File: config.mk
export PLATFORM = sky130hd
export DESIGN_NAME = bf16_to_uint8_convert_top
export DESIGN_NICKNAME = d
export VERILOG_FILES = /design/src/bf2u8_pkg.sv /design/src/bf2u8_stage.sv /design/src/bf2u8_round.sv /design/src/bf16_to_uint8_convert_top.sv
export SDC_FILE = /design/constraint.sdc
export NUM_CORES = 1
export LEC_CHECK = 0
export ABC_AREA = 1
export BUFFER_PORTS_ARGS = -buffer_cell sky130_fd_sc_hd__buf_2
export CAP_MARGIN = 20
export CORE_UTILIZATION = 35
export DETAILED_ROUTE_END_ITERATION = 6
export PLACE_DENSITY = 0.54
export SLEW_MARGIN = 20
export SYNTH_ARGS = -nofsm -noshare
export SYNTH_HDL_FRONTEND = slang
export SYNTH_HIERARCHICAL = 1
export SYNTH_SLANG_ARGS = --single-unit
File: constraint.sdc
create_clock -name clk -period 3.6 [get_ports clk]
set_input_delay 0.72 -clock clk [delete_from_list [all_inputs] [get_ports clk]]
set_output_delay 0.72 -clock clk [all_outputs]
set_load 0.05 [all_outputs]
File: src/bf2u8_pkg.sv
// bf2u8_pkg: shared types and constants for the bfloat16 to uint8 converter.
// No dependencies.
`timescale 1ns / 1ps
package bf2u8_pkg;
  localparam int ValueW = 16;
  localparam int ModeW  = 3;
  localparam int OutW   = 8;

  localparam logic [ModeW-1:0] RM_RNE = 3'd0;
  localparam logic [ModeW-1:0] RM_RTZ = 3'd1;
  localparam logic [ModeW-1:0] RM_RDN = 3'd2;
  localparam logic [ModeW-1:0] RM_RUP = 3'd3;
  localparam logic [ModeW-1:0] RM_RMM = 3'd4;

  // Stage 1 result: decoded operand with shift amount.
  typedef struct packed {
    logic             nan;
    logic             big;
    logic             neg;
    logic [ModeW-1:0] mode;
    logic [7:0]       m;
    logic             lo;      // exponent below 134: right shift path
    logic             tiny;    // right shift above 10: sticky only
    logic [3:0]       sh;      // shift amount (left 0..7, right 1..10)
  } dec_t;

  // Stage 2 result: integer part with round and sticky bits.
  typedef struct packed {
    logic             nan;
    logic             big;
    logic             neg;
    logic [ModeW-1:0] mode;
    logic [15:0]      ipart;
    logic             rb;
    logic             st;
  } shf_t;

  typedef struct packed {
    logic [OutW-1:0] converted;
    logic            invalid_flag;
    logic            inexact_flag;
  } res_t;
endpackage

File: src/bf2u8_stage.sv
// bf2u8_stage: one pipeline register slot with valid bit and stall.
// Depends on nothing but its parameters.
`timescale 1ns / 1ps
module bf2u8_stage #(
  parameter int W = 8
) (
  input  logic         clk,
  input  logic         rst,
  input  logic         in_valid,
  output logic         in_ready,
  input  logic [W-1:0] in_data,
  output logic         out_valid,
  input  logic         out_ready,
  output logic [W-1:0] out_data
);
  assign in_ready = !out_valid || out_ready;

  always_ff @(posedge clk) begin
    if (rst) begin
      out_valid <= 1'b0;
    end else if (in_ready) begin
      out_valid <= in_valid;
    end
  end

  always_ff @(posedge clk) begin
    if (in_ready && in_valid) begin
      out_data <= in_data;
    end
  end

  property p_hold;
    @(posedge clk) disable iff (rst) out_valid && !out_ready |=> out_valid && $stable(out_data);
  endproperty
  a_hold: assert property (p_hold) else $error("stage lost a stalled item");
  a_rdy: assert property (@(posedge clk) disable iff (rst) !out_valid |-> in_ready)
    else $error("empty stage not ready");
  a_fill: assert property (@(posedge clk) disable iff (rst) in_valid && in_ready |=> out_valid)
    else $error("accepted item missing");
endmodule

File: src/bf2u8_round.sv
// bf2u8_round: rounding increment, range check and flag generation.
// Depends on bf2u8_pkg.
`timescale 1ns / 1ps
module bf2u8_round (
  input  bf2u8_pkg::shf_t s,
  output bf2u8_pkg::res_t r
);
  import bf2u8_pkg::*;
  logic        inc;
  logic [16:0] mag;
  logic        inx;

  always_comb begin
    unique case (s.mode)
      RM_RNE:  inc = s.rb && (s.st || s.ipart[0]);
      RM_RDN:  inc = s.neg && (s.rb || s.st);
      RM_RUP:  inc = !s.neg && (s.rb || s.st);
      RM_RMM:  inc = s.rb;
      default: inc = 1'b0;
    endcase
    mag = {1'b0, s.ipart} + {16'd0, inc};
    inx = s.rb || s.st;
    r   = '0;
    if (s.nan) begin
      r.converted = 8'hFF; r.invalid_flag = 1'b1;
    end else if (!s.neg) begin
      if (s.big || mag > 17'd255) begin
        r.converted = 8'hFF; r.invalid_flag = 1'b1;
      end else begin
        r.converted = mag[7:0]; r.inexact_flag = inx;
      end
    end else if (s.big || mag != 17'd0) begin
      r.invalid_flag = 1'b1;
    end else begin
      r.inexact_flag = inx;
    end
  end
endmodule

File: src/bf16_to_uint8_convert_top.sv
// bf16_to_uint8_convert_top: bfloat16 to uint8 converter, three-stage pipeline.
// Depends on bf2u8_pkg, bf2u8_stage, bf2u8_round.
// Each request passes through the decode, shift and round registers (u_s1, u_s2, u_s3) in turn.
// Throughput: one request per cycle while the output is not stalled; stages are decode, shift, round.
// A stall at the output backs up stage by stage; nothing is dropped.
// Reset (rst, synchronous) clears all valid bits; data registers are not reset.
`timescale 1ns / 1ps
module bf16_to_uint8_convert_top (
  input  logic                      clk,
  input  logic                      rst,
  input  logic                      s_axis_tvalid,
  output logic                      s_axis_tready,
  input  logic [23:0]               s_axis_tdata,  // [15:0] value, [18:16] rounding_mode
  output logic                      m_axis_tvalid,
  input  logic                      m_axis_tready,
  output logic [15:0]               m_axis_tdata   // [7:0] converted, [8] invalid, [9] inexact
);
  import bf2u8_pkg::*;

  localparam int DW = $bits(dec_t);
  localparam int SW = $bits(shf_t);

  logic [15:0] v;
  logic [7:0]  ex;
  dec_t d_in, d_q;
  shf_t s_in, s_q;
  res_t r_in, r_q;
  logic v1, r1, v2, r2;
  logic [4:0] er;
  logic [7:0] mask;

  // Decode: classify, rebuild mantissa, compute shift.
  always_comb begin
    v  = s_axis_tdata[15:0];
    ex = v[14:7];
    d_in.nan  = (ex == 8'hFF) && (v[6:0] != 7'd0);
    d_in.big  = ex >= 8'd142;
    d_in.neg  = v[15];
    d_in.mode = s_axis_tdata[18:16];
    d_in.m    = {ex != 8'd0, v[6:0]};
    d_in.lo   = ex < 8'd134;
    // effective exponent of a subnormal is that of ex = 1
    er = (ex == 8'd0) ? 5'd0 : ((ex >= 8'd123) ? 5'(ex - 8'd123) : 5'd0);
    d_in.tiny = ex < 8'd124;
    if (ex >= 8'd134) d_in.sh = 4'(ex - 8'd134);
    else              d_in.sh = 4'(5'd11 - er);
  end

  bf2u8_stage #(.W(DW)) u_s1 (
    .clk, .rst, .in_valid(s_axis_tvalid), .in_ready(s_axis_tready), .in_data(d_in),
    .out_valid(v1), .out_ready(r1), .out_data(d_q));

  // Shift: integer part, round bit, sticky.
  always_comb begin
    s_in.nan = d_q.nan; s_in.big = d_q.big; s_in.neg = d_q.neg; s_in.mode = d_q.mode;
    s_in.ipart = '0; s_in.rb = 1'b0; s_in.st = 1'b0;
    mask = 8'hFF >> (4'd8 - ((d_q.sh > 4'd8) ? 4'd8 : d_q.sh));
    if (!d_q.lo) begin
      s_in.ipart = {8'd0, d_q.m} << d_q.sh;
    end else if (d_q.tiny) begin
      s_in.st = d_q.m != 8'd0;
    end else begin
      s_in.ipart = {8'd0, d_q.m >> d_q.sh};
      s_in.rb    = (d_q.sh <= 4'd8) ? d_q.m[3'(d_q.sh - 4'd1)] : 1'b0;
      // shift of 9 or 10: the whole mantissa lies below the round position
      s_in.st    = (d_q.sh > 4'd8) ? (d_q.m != 8'd0) : ((d_q.m & (mask >> 1)) != 8'd0);
    end
  end

  bf2u8_stage #(.W(SW)) u_s2 (
    .clk, .rst, .in_valid(v1), .in_ready(r1), .in_data(s_in),
    .out_valid(v2), .out_ready(r2), .out_data(s_q));

  bf2u8_round u_rnd (.s(s_q), .r(r_in));

  bf2u8_stage #(.W($bits(res_t))) u_s3 (
    .clk, .rst, .in_valid(v2), .in_ready(r2), .in_data(r_in),
    .out_valid(m_axis_tvalid), .out_ready(m_axis_tready), .out_data(r_q));

  assign m_axis_tdata = {6'd0, r_q.inexact_flag, r_q.invalid_flag, r_q.converted};

  a_flags: assert property (@(posedge clk) disable iff (rst)
    m_axis_tvalid |-> !(r_q.invalid_flag && r_q.inexact_flag)) else $error("both flags set");
  a_nan: assert property (@(posedge clk) disable iff (rst)
    v2 && s_q.nan |-> r_in.invalid_flag && r_in.converted == 8'hFF) else $error("nan result");
  a_neg: assert property (@(posedge clk) disable iff (rst)
    v2 && s_q.neg && !s_q.nan |-> r_in.converted == 8'd0) else $error("negative nonzero");
endmodule

Word level (Yosys, flattened, before mapping)
Index checks and enable logic that the tools add are counted.

$add $sub $neg: 6. Magnitude comparators: 9. Equality and inequality tests: 4. Shifts and indexed selects: 3. Mux-type cells: 19. Bitwise logic cells: 3. Reductions and logical operators: 26.

Operator list (count): $reduce_bool 8->1 (3); $add 16x1->17 (1); $gt 17x8->1 const B (1); $reduce_bool 17->1 (1); $ge 8x8->1 const B (2); $mux 16 (1); $mux 4 (4); $mux 8 (2); $shl 8x4->16 (1); $mux 9 (1); $and 8x7->8 (1); $eq 8x8->1 const B (1); $ge 8x7->1 const B (1); $logic_not 8->1 (1); $lt 8x7->1 const B (1); $lt 8x8->1 const B (1); $mux 1 (8); $shr 8x4->8 (1); $shr 8x4->8 const A (1); $sub 4x4->4 const A (2); $logic_and 1x1->1 (7); $logic_or 1x1->1 (7); $reduce_bool 7->1 (1); $eq 3x2->1 const B (2); 14 further kinds (18).

Flip-flop bits (word level): 57. Bits of input ports: 28. Output and inout port bits: 18. Logic and storage cells: 78.

Depth between registers and ports, before layout
Word-level depth: 8. Depth in mapped cells: 19. Depth with buffers taken out: 19.

Hierarchy
Netlist, hierarchy kept.

By module, submodules not included: bf16_to_uint8_convert_top (instances 1, cells an instance 273, area an instance 1410.1 µm², sequential area each 0.0 µm²); bf2u8_stage (u_s2) (instances 1, cells an instance 30, area an instance 768.2 µm², sequential area each 740.7 µm²); bf2u8_round (instances 1, cells an instance 153, area an instance 759.5 µm², sequential area each 0.0 µm²); bf2u8_stage (u_s1) (instances 1, cells an instance 26, area an instance 648.1 µm², sequential area each 620.6 µm²); bf2u8_stage (u_s3) (instances 1, cells an instance 16, area an instance 347.8 µm², sequential area each 320.3 µm²).

Worst setup path after synthesis
OpenSTA, ideal clock, no wires.

Path kind: register to register. Start point: register u_s2.out_data[21]. End point: register u_s3.out_data[2], data pin. Setup time: 0.269 ns. Arrival: 2.293 ns. Required time: 3.331 ns. Setup slack: 1.039 ns. Stages on the path, launching flop included: 18. Path buffers: 1. Clock period less this slack: 2.561 ns. Cells stage by stage: edfxtp_1 -> clkbuf_8 -> inv_1 -> nand2_1 -> a221oi_1 -> ha_1 -> ha_1 -> nand3_1 -> nor2_2 -> nand3_1 -> nand2_1 -> nand2_1 -> clkinv_1 -> nand2_1 -> nor2_1 -> nand2_2 -> nand2_4 -> o211ai_1.

Cells in the longest elaborated chain, start to end: 8. Elaborated cells between the ends (all ways): 9. Classes of those cells: add/sub (1); order compare (1); mux (3); reduce/logical (4).

RTL lines: from (decl) (line bf2u8_stage.sv:14) `output logic [W-1:0] out_data`; from (signal assigned) (line bf2u8_stage.sv:28) `out_data <= in_data;`; $logic_not 1->1 (line bf2u8_round.sv:17) `RM_RUP: inc = !s.neg && (s.rb || s.st);`; $logic_and 1x1->1 (line bf2u8_round.sv:17); $pmux 1 s4 (line bf2u8_round.sv:14) `unique case (s.mode)`; $add 16x1->17 (line bf2u8_round.sv:21) `mag = {1'b0, s.ipart} + {16'd0, inc};`; $gt 17x8->1 (line bf2u8_round.sv:27) `if (s.big || mag > 17'd255) begin`; $logic_or 1x1->1 (line bf2u8_round.sv:27); $mux 8 (line bf2u8_round.sv:27); $mux 8 * (line bf2u8_round.sv:26) `end else if (!s.neg) begin`; to (signal assigned) (line bf2u8_stage.sv:28); to (decl) (line bf2u8_stage.sv:14).

Mark *: on every way between the ends. The rest lies on a longest branch, timed or not. A chain may end at the register's enable or synchronous reset.

Worst setup path in the final report
Start point: register u_s2.out_data[21]. End point: register u_s3.out_data[8], data pin.

Same word-level chain as after synthesis.

==> results.md <==
- Max-cap viol count: 0
- Core area: about 11000 sq um
- Period minus WS final: approximately 2.9 ns
- I/O pin cnt: between 40 and 50
- Residual overflow from global routing: 0
- Number of flops mapped to enable cells by yosys: 54
- Req. time, crit path: approximately 3.7 ns
- Post-route DRC: 0
- Via density: about 4.9
- Crit-path max FO: 10
- DP Cell Count: around 670
- Maximum vdd drop: 188 uV
- Via count: 3316
- Mean Syn Cell Area: approximately 7.9 sq um
- Rel. slew slack: a little under two thirds
- Setup Viol. Count Final: 0
- Fin cells: approximately 680
- Clock Latency Late Sink: roughly 0.33 ns
- DIE AREA: approximately 12000 sq um
- PortBufs: 34
- Syn Inst Count: 498
- Final nets: 577
- Initial DRC Count: roughly 160
- #FFs+latches synth: between 50 and 60
- Slowest cell delay on critical path: approximately 0.52 ns
- Starting density of the core: 36.1%
- Largest net degree at the start of global routing: 25
- Most used cell, CP: nand2_1
- Number of global-route vias before repair: 3256
- Util after Layout: 40.6%
- Final setup margin: between 0.6 and 0.7 ns
- WS Path Type: reg -> reg
- RSZ-0062 raised after global routing: false
- Initial antenna violation count: 0
- Fin. Hold Viols: 0
- Pre-CTS setup slack: about 0.68 ns
- Distinct cells, synth: 42
- Crit. End Element: flip-flop
- CTS tree: built
- Ys async rst share: 0%
- Chip Width: 108 um
- Primary FF master, synth: edfxtp_1
- Period Utilization, post-route: between 80% and 90%
- # hold bufs at CTS: 0
- Pwr dens: approximately 400 nW/um^2
- CP max-delay cell: edfxtp_1
- Worst Tran Pin Value: 0.545 ns
- CP Cell Sequence: inv_1, nand2_1, a221oi_1, ha_1, ha_1, nand3_1, nor2_2, nand3_1, nand2_1, nand2_1, clkinv_1, nand2_1, nor2_1, nand2_2, nand2_4, o211ai_1
- Cts repair resizes: 0
- CTS Buf Count: 9
- Most frequent cells in the layout: 141 x nand2_1, 55 x nand3_1, 54 x edfxtp_1
- ANT nets after route: 0
- Worst setup SP type: flip-flop
- Number of antenna repair diodes: 0
- Most common cell after layout, fill and taps aside: nand2_1
- CTS clk-pin slew, worst paths: ~0.07 ns
- Drt wl/cell: approximately 13 um
- CP arrival: ~3 ns
- All-layer global routing usage: between 15 and 20%
- Site Rows: 38
- First-pass GRT wire length: about 15000 um
- Achievable Freq: roughly 340 MHz
- Area Growth Syn to Fin: 12.5%
- Sink Count: 57
- Sequential cell area fraction in the yosys report: a little over two fifths
- Status: finished, final reports clean
- Hold_ws: 0.424 ns
- Sum of negative setup slack: 0 ns
- H-tree levels: 3
- Clk root buf: clkbuf_8
- Fill cell count: between 1000 and 1500
- Final GP Congestion: 0.893
- Routed WL: around 8600 um
- Post-DP HPWL: between 6000 and 7000 um
- Pre-antenna DRT Iters: 4
- Static Leakage: approximately 1.9 nW
- DIE HEIGHT: 108 um
- Hold crit path type: reg -> reg
- Slew Limit Fails: 0
- Synth Warn #: 6
- Post-Synthesis Cell Area: 3930 sq um
- Share of layout cells above drive strength 1: a little under a fifth
- Setup bufs post-CTS: 0
- Final setup skew: about 0.0081 ns
- CTS Buffer Depth: 2
path summary, 6_finish.rpt:
| kind | from | end | slack, ns | cells after the start |
|---|---|---|---|---|
| setup / recovery | u_s2/out_data[21] | u_s3/out_data[8] | 0.67 | 16 |
| setup reg to reg | u_s2/out_data[21] | u_s3/out_data[8] | 0.67 | 16 |
| hold reg to reg | u_s1/out_data[14] | u_s2/out_data[18] | 0.42 | 0 |
| hold / removal | u_s1/out_data[14] | u_s2/out_data[18] | 0.42 | 0 |
layout make-up:
| type | count | area (sq um) | share of cell area, % |
|---|---|---|---|
| clock inverter | 7 | 95.1 | 2.15 |
| multi-input combinational | 367 | 1900 | 42.8 |
| sequential | 57 | 1680 | 38.0 |
| timing repair buffer | 40 | 215 | 4.86 |
| clock buffer | 9 | 124 | 2.80 |
| tap | 140 | 175 | 3.96 |
| inverter | 62 | 238 | 5.37 |
cells by family (layout without fill, tap and decap cells):
group / Yosys count / count (layout) / share of synthesized area, %
xor gates and xnor gates: 3 / 3 / 0.668
other: 1 / 6 / 0.0953
AOI/OAI and AO/OA: 57 / 57 / 8.65
adders and majority gates: 12 / 12 / 3.82
and+or+nand+nor: 289 / 289 / 34.3
buffers and inverters: 79 / 118 / 9.73
DFF: 57 / 57 / 42.7
where the power goes:
group	leakage (nW)	internal [W]	switching (W)
combinational	1.29	0.0000888	0.000188
sequential	0.538	0.000763	0.0000319
clock	0.109	0.000389	0.000262
total	1.94	0.00124	0.000481
cell usage after synthesis (2+ instances only):
library cell	n	share of area, %
nand4_1	12	1.9
inv_1	53	5.1
nor4_1	2	0.32
xnor2_1	3	0.67
buf_4	10	1.9
dfxtp_1	3	1.5
a21oi_2	3	0.67
nor3_1	2	0.25
edfxtp_1	54	41
inv_2	4	0.38
a21oi_1	21	2.7
or2_2	2	0.32
buf_2	2	0.25
nand2_2	10	1.6
nor2_2	9	1.4
o211ai_1	7	1.3
o21ai_1	5	0.64
nor2_4	2	0.57
o21a_1	2	0.38
nand3_2	2	0.51
o21ai_0	10	1.3
nand2_1	141	13
buf_6	2	0.57
clkinv_1	4	0.38
a31oi_1	2	0.32
nor2_1	41	3.9
nand3_1	55	7.0
nand3b_1	3	0.57
ha_1	12	3.8
nand2_4	7	2.0
o21bai_1	2	0.38
sequential cells by signal (all words and copies together) (netlist names):
signal and count:
u_s2/out_data 24, u_s1/out_data 20, u_s3/out_data 10, u_s1/out_valid 1
u_s2/out_valid 1, u_s3/out_valid 1
through the flow:
| stage | total power, W | cell area (sq um) |
|---|---|---|
| after global placement | 0.00108 | 4200 |
| after global routing | 0.00182 | 4420 |
| after detailed placement | 0.00108 | 4200 |
| after CTS | 0.00174 | 4420 |
| after floorplan | 0.00102 | 3950 |
| final | 0.00172 | 4420 |
critical path: cells and delay by family (launching register included):
family          cells  cell delay, ns
fa+ha+maj           2            0.52
compound gates      2            0.42
buf+inv             2            0.23
flops               1            0.52
simple gates       10            0.97
metal layers:
layer	vias up	part of all wire, %	track usage [%]
met1	1502	45	19.6
met3	10	4.5	3.92
met4	0	1.9	7.05
met5	-	0	0
met2	79	48	27.8
li1	1725	-	-
Power figures use the tool's default switching activity.
